--- src/design/c2d_pkg.sv ---
// Shared types, sizes and register codes of the 5x5 RGB convolution block.
// Used by every module of the block; depends on nothing.
package c2d_pkg;

  localparam int MAX_WIDTH   = 2048;
  localparam int KERNEL_SIZE = 5;
  localparam int CHANNELS    = 3;
  localparam int LINES       = KERNEL_SIZE - 1;
  localparam int ADDR_W      = $clog2(MAX_WIDTH);
  localparam int SLOT_W      = $clog2(LINES);

  localparam int WIDTH_W  = 12;
  localparam int HEIGHT_W = 16;
  localparam int COL_W    = 12;
  localparam int ROW_W    = 17;
  localparam int TAP_W    = 12;
  localparam int COEF_W   = TAP_W * KERNEL_SIZE;
  localparam int SAMP_W   = 8;
  localparam int PIX_W    = 3 * SAMP_W;
  localparam int CFG_IDX_W = 3;
  localparam int FRAC_W   = 11;

  localparam int PROD_W = SAMP_W + 1 + TAP_W;
  localparam int RSUM_W = PROD_W + 3;
  localparam int TSUM_W = RSUM_W + 3;

  localparam int FIFO_DEPTH = 4;
  localparam int FIFO_AW    = $clog2(FIFO_DEPTH);

  // Register indexes of the configuration port
  typedef enum logic [CFG_IDX_W-1:0] {
    CFG_WIDTH  = 3'd0,
    CFG_HEIGHT = 3'd1,
    CFG_COEF0  = 3'd2,
    CFG_COEF1  = 3'd3,
    CFG_COEF2  = 3'd4,
    CFG_COEF3  = 3'd5,
    CFG_COEF4  = 3'd6
  } cfg_idx_e;

  localparam logic [WIDTH_W-1:0]  WIDTH_RESET  = 12'd640;
  localparam logic [HEIGHT_W-1:0] HEIGHT_RESET = 16'd480;
  localparam logic [KERNEL_SIZE-1:0][COEF_W-1:0] COEF_RESET = {
    60'd2253862287302664,
    60'd8452498910576670,
    60'd14931579231809589,
    60'd8452498910576670,
    60'd2253862287302664
  };

  typedef logic [PIX_W-1:0] pix_t;
  typedef logic [KERNEL_SIZE-1:0][COEF_W-1:0] coef_t;

  // One window column plus what the back end does with it
  typedef struct packed {
    pix_t [KERNEL_SIZE-1:0] col;
    logic                   clear;
    logic                   emit;
    logic                   eof;
  } col_item_t;

endpackage

--- src/design/c2d_fifo.sv ---
// Short queue of window columns between the front and back ends.
// Depends on c2d_pkg for the column type and depth.
module c2d_fifo (
  input  logic               clk_i,
  input  logic               rst_ni,
  input  logic               push_valid_i,
  output logic               push_ready_o,
  input  c2d_pkg::col_item_t push_data_i,
  output logic               pop_valid_o,
  input  logic               pop_ready_i,
  output c2d_pkg::col_item_t pop_data_o
);
  import c2d_pkg::*;

  col_item_t           mem_q [FIFO_DEPTH];
  logic [FIFO_AW-1:0]  wr_q, rd_q;
  logic [FIFO_AW:0]    cnt_q;
  logic                push, pop;

  assign push_ready_o = (cnt_q != (FIFO_AW+1)'(FIFO_DEPTH));
  assign pop_valid_o  = (cnt_q != '0);
  assign push         = push_valid_i && push_ready_o;
  assign pop          = pop_valid_o && pop_ready_i;
  assign pop_data_o   = mem_q[rd_q];

  always_ff @(posedge clk_i or negedge rst_ni) begin
    if (!rst_ni) begin
      wr_q  <= '0;
      rd_q  <= '0;
      cnt_q <= '0;
    end else begin
      if (push) wr_q <= wr_q + FIFO_AW'(1);
      if (pop)  rd_q <= rd_q + FIFO_AW'(1);
      if (push && !pop) cnt_q <= cnt_q + (FIFO_AW+1)'(1);
      else if (pop && !push) cnt_q <= cnt_q - (FIFO_AW+1)'(1);
    end
  end

  always_ff @(posedge clk_i) begin
    if (push) mem_q[wr_q] <= push_data_i;
  end

  a_fill_up: assert property (@(posedge clk_i) disable iff (!rst_ni)
    (push && !pop) |=> cnt_q == $past(cnt_q) + (FIFO_AW+1)'(1))
    else $error("queue count did not rise on push");
  a_drain: assert property (@(posedge clk_i) disable iff (!rst_ni)
    (pop && !push) |=> cnt_q == $past(cnt_q) - (FIFO_AW+1)'(1))
    else $error("queue count did not fall on pop");
  a_bound: assert property (@(posedge clk_i) disable iff (!rst_ni)
    cnt_q <= (FIFO_AW+1)'(FIFO_DEPTH) && (((wr_q - rd_q) == cnt_q[FIFO_AW-1:0])))
    else $error("queue pointers and count disagree");

endmodule

--- config.mk ---
export PLATFORM = sky130hd
export DESIGN_NAME = c2d_fifo
export DESIGN_NICKNAME = d
export VERILOG_FILES = /design/src/design/c2d_pkg.sv /design/src/design/c2d_fifo.sv
export SDC_FILE = /design/constraint.sdc
export NUM_CORES = 1
export LEC_CHECK = 0
export ABC_AREA = 1
export BUFFER_PORTS_ARGS = -buffer_cell sky130_fd_sc_hd__buf_4
export CAP_MARGIN = 20
export CORE_ASPECT_RATIO = 1.25
export CORE_MARGIN = 1
export CORE_UTILIZATION = 35
export CTS_BUF_LIST = sky130_fd_sc_hd__clkbuf_4
export DETAILED_ROUTE_END_ITERATION = 10
export HOLD_SLACK_MARGIN = 0.02
export PLACE_DENSITY = 0.57
export SETUP_SLACK_MARGIN = 0.05
export SYNTH_ARGS = -nofsm -noshare
export SYNTH_HDL_FRONTEND = slang
export SYNTH_SLANG_ARGS = --single-unit
--- constraint.sdc ---
create_clock -name clk_i -period 13.59 [get_ports clk_i]
set_input_delay 0.6795 -clock clk_i [delete_from_list [all_inputs] [get_ports clk_i]]
set_output_delay 0.6795 -clock clk_i [all_outputs]
set_load 0.05 [all_outputs]
==> results.cfg <==
[detailed_routing]
top_layer = met5
drt_iter0_drc = 576
first_pass_iters = 5
drcViolationCount = 0
dr_total_vias = 12500
wl_met3_mm = 2.31
via_per_inst = 4.52
wirelength_mm = 44.5
wire_per_inst_um = 16.1
met2_length_mm = 22.8
wl_met1_mm = 18.2
antenna_left = 0

[grt]
overflow = 0
grt_pass1_wl_mm = 68.8
grt_pass1_vias = 12500
grt.total_usage_pct = 15.6
antenna_found_initial = 10
grt_max_degree = 214

[sta]
fin_setup_tns_ps = 0
setup_viol = 0
rsz0062_at_grt = false
post-route-min-period_ps = 4440
fin_skew_ps = 45.8
fmax_mhz = 225
max_slew_margin_pct = 28.0
finalHoldViolCount = 0
fin_crit_sh_pct = 32.7
worst_pin_slew_ps = 1080
finalMaxSlewViolations = 0

[worst_setup_path]
crit_chain = inv_8, buf_16, buf_4, nand2_1, o211ai_1, nand2_1, buf_4
endpoint_kind = primary output
crit_type = reg -> out
startpoint_type = flip-flop
cp_data_required_time_ps = 12910
cpPeakStageDelay_ps = 860
crit_slowest_cell = buf_4
cp_max_fo = 142
worst_ep_arrival_time_ps = 3760

[synth]
synth_cell_type_count = 18
synth_top_area_share_pct = 73.4
synth.avg_cell_area_um2 = 13.5
synth_common_cells = 492 x edfxtp_1, 386 x nand2_1, 260 x inv_1, 246 x o211ai_1, 53 x buf_6
ys.warnings.count = 0
syn_nets = 1627
synth_most_common_cell = edfxtp_1
synth_area_leaders = edfxtp_1 73%, o211ai_1 9.2%, nand2_1 7.2%
synth_cells = 1494
post-synth-top-area-cell = edfxtp_1
syn_area_um2 = 20100
yosys_register_bits = 499
postSynth.asyncResetShare_pct = 1.40
ys_seq_area_share_pct = 74.3
synth_edf_count = 492
synthFlopType = edfxtp_1

[die]
die_h_um = 270
dieArea_um2 = 58400
die_w_um = 216
coreArea_um2 = 56400
io_pins = 252
rows = 97
initial_core_util_pct = 35.6

[outcome]
status = finished clean

[layout]
drive_above_1_share_pct = 22.8
finalNetCount = 2072
synthToLayoutAreaGrowth_pct = 25.6

[power_and_ir_drop]
ir_drop_uv = 185
power.static_leakage_uw = 0.0102
p_int_uw = 3410
powerDensity_nw_per_um2 = 242
total_power_uw = 6130
p_sw_uw = 2710
p_seq_share_pct = 34.3
switching_share_pct = 44.3
p_comb_share_pct = 45.0
clkPwrFrac_pct = 20.7

[flow_run]
timing.max_cap.violations = 0

[place]
dp_hpwl_mm = 24.7
io_buffers = 251
place.gp.congestion = 0.729

[clocking]
cts_root_buffer = clkbuf_4
cts.repair.resized = 0
htreeDepth = 4
cts_sinks = 499
clk_latency_ps = 890
clkTransAtPathRegs_ps = 70
cts_buffers = 131
clockBufferDepth = 3
cts_tree = done

[worst_hold_path]
min_path_type = in -> async
-- timing repair --
item	4_1_cts	5_1_grt
buffers inserted	0	0
endpoints found under the hold margin	502	0
hold buffers	127	0
-- power by group through the flow --
stage	logic [uW]	registers (uW)	clock network [uW]
global placement	2750	2130	0
floorplan	2060	2160	0
finish	2750	2100	1270
detailed placement	2770	2140	0
CTS	2800	2110	1330
global route	2950	2130	1410
-- routing by layer --
metal / vias to the layer above / track usage, %
met5: - / 0
met4: 8 / 6.97
met3: 99 / 5.18
met2: 285 / 26.7
met1: 5955 / 17.5
li1: 6196 / -
-- flip-flops by register name (all words and copies together), names as in the netlist --
signal,cells
cnt_q,3
mem_q,492
rd_q,2
wr_q,2
-- per-stage QoR --
stage	setup WS [ps]	std cells	instance area (um2)	util (%)	hold WS [ps]
finish	9150	2774	25300	44.8	229
global route	8690	2774	25300	44.8	88.8
CTS	8970	2768	25200	44.7	40.0
detailed placement	10080	2420	22300	39.6	495
global placement	10110	2420	22300	39.6	479
floorplan	6640	1494	20100	-	384
-- kinds of logic after synthesis --
family / share of synthesized area [%]
AO/OA/AOI/OAI: 9.20
XOR/XNOR: 0.0435
adder cells (fa/ha/maj): 0.410
buffers and inverters: 8.55
flip-flops: 74.3
AND/OR/NAND/NOR: 7.48
-- cell type report --
type                    count  area, um2
diodes                      5       12.5
inverters                 262        993
well taps                 742        928
fillers                  5138      31200
multi-input cells         652       3480
repair buffers            393       3290
clock buffers             174       1310
flip-flops and latches    499      15000
clock inverters            47        310
-- worst paths after layout --
check	startpoint	to	slack [ps]	cells past startpoint
setup / recovery	rd_q[0]	pop_data_o[104]	9150	7
hold / removal	rst_ni	rd_q[1]	230	2
setup reg to reg	cnt_q[0]	mem_q[3][33]	10240	6
hold reg to reg	cnt_q[2]	cnt_q[2]	510	2
max in group asynchronous	rst_ni	rd_q[0]	12690	3
min in group clk_i	cnt_q[2]	cnt_q[2]	510	2
-- critical path: cells and delay by family, from the launching register on --
family	cells	cell delay, ps
DFF	1	450
and+or+nand+nor	2	230
buffers and inverters	4	1780
AOI/OAI and AO/OA	1	140
-- layout by cell type, fill, tap and decap left out, types with 5 or more instances in the layout --
master         count
nand3_1            7
buf_4            265
o211ai_1         246
edfxtp_1         492
inv_1            260
diode_2            5
dlygate4sd3_1    127
nand2_1          386
clkbuf_4         174
dfrtp_1            6
clkinv_1          31
ha_1               5
Note: power is estimated with default switching activity, not from simulation.
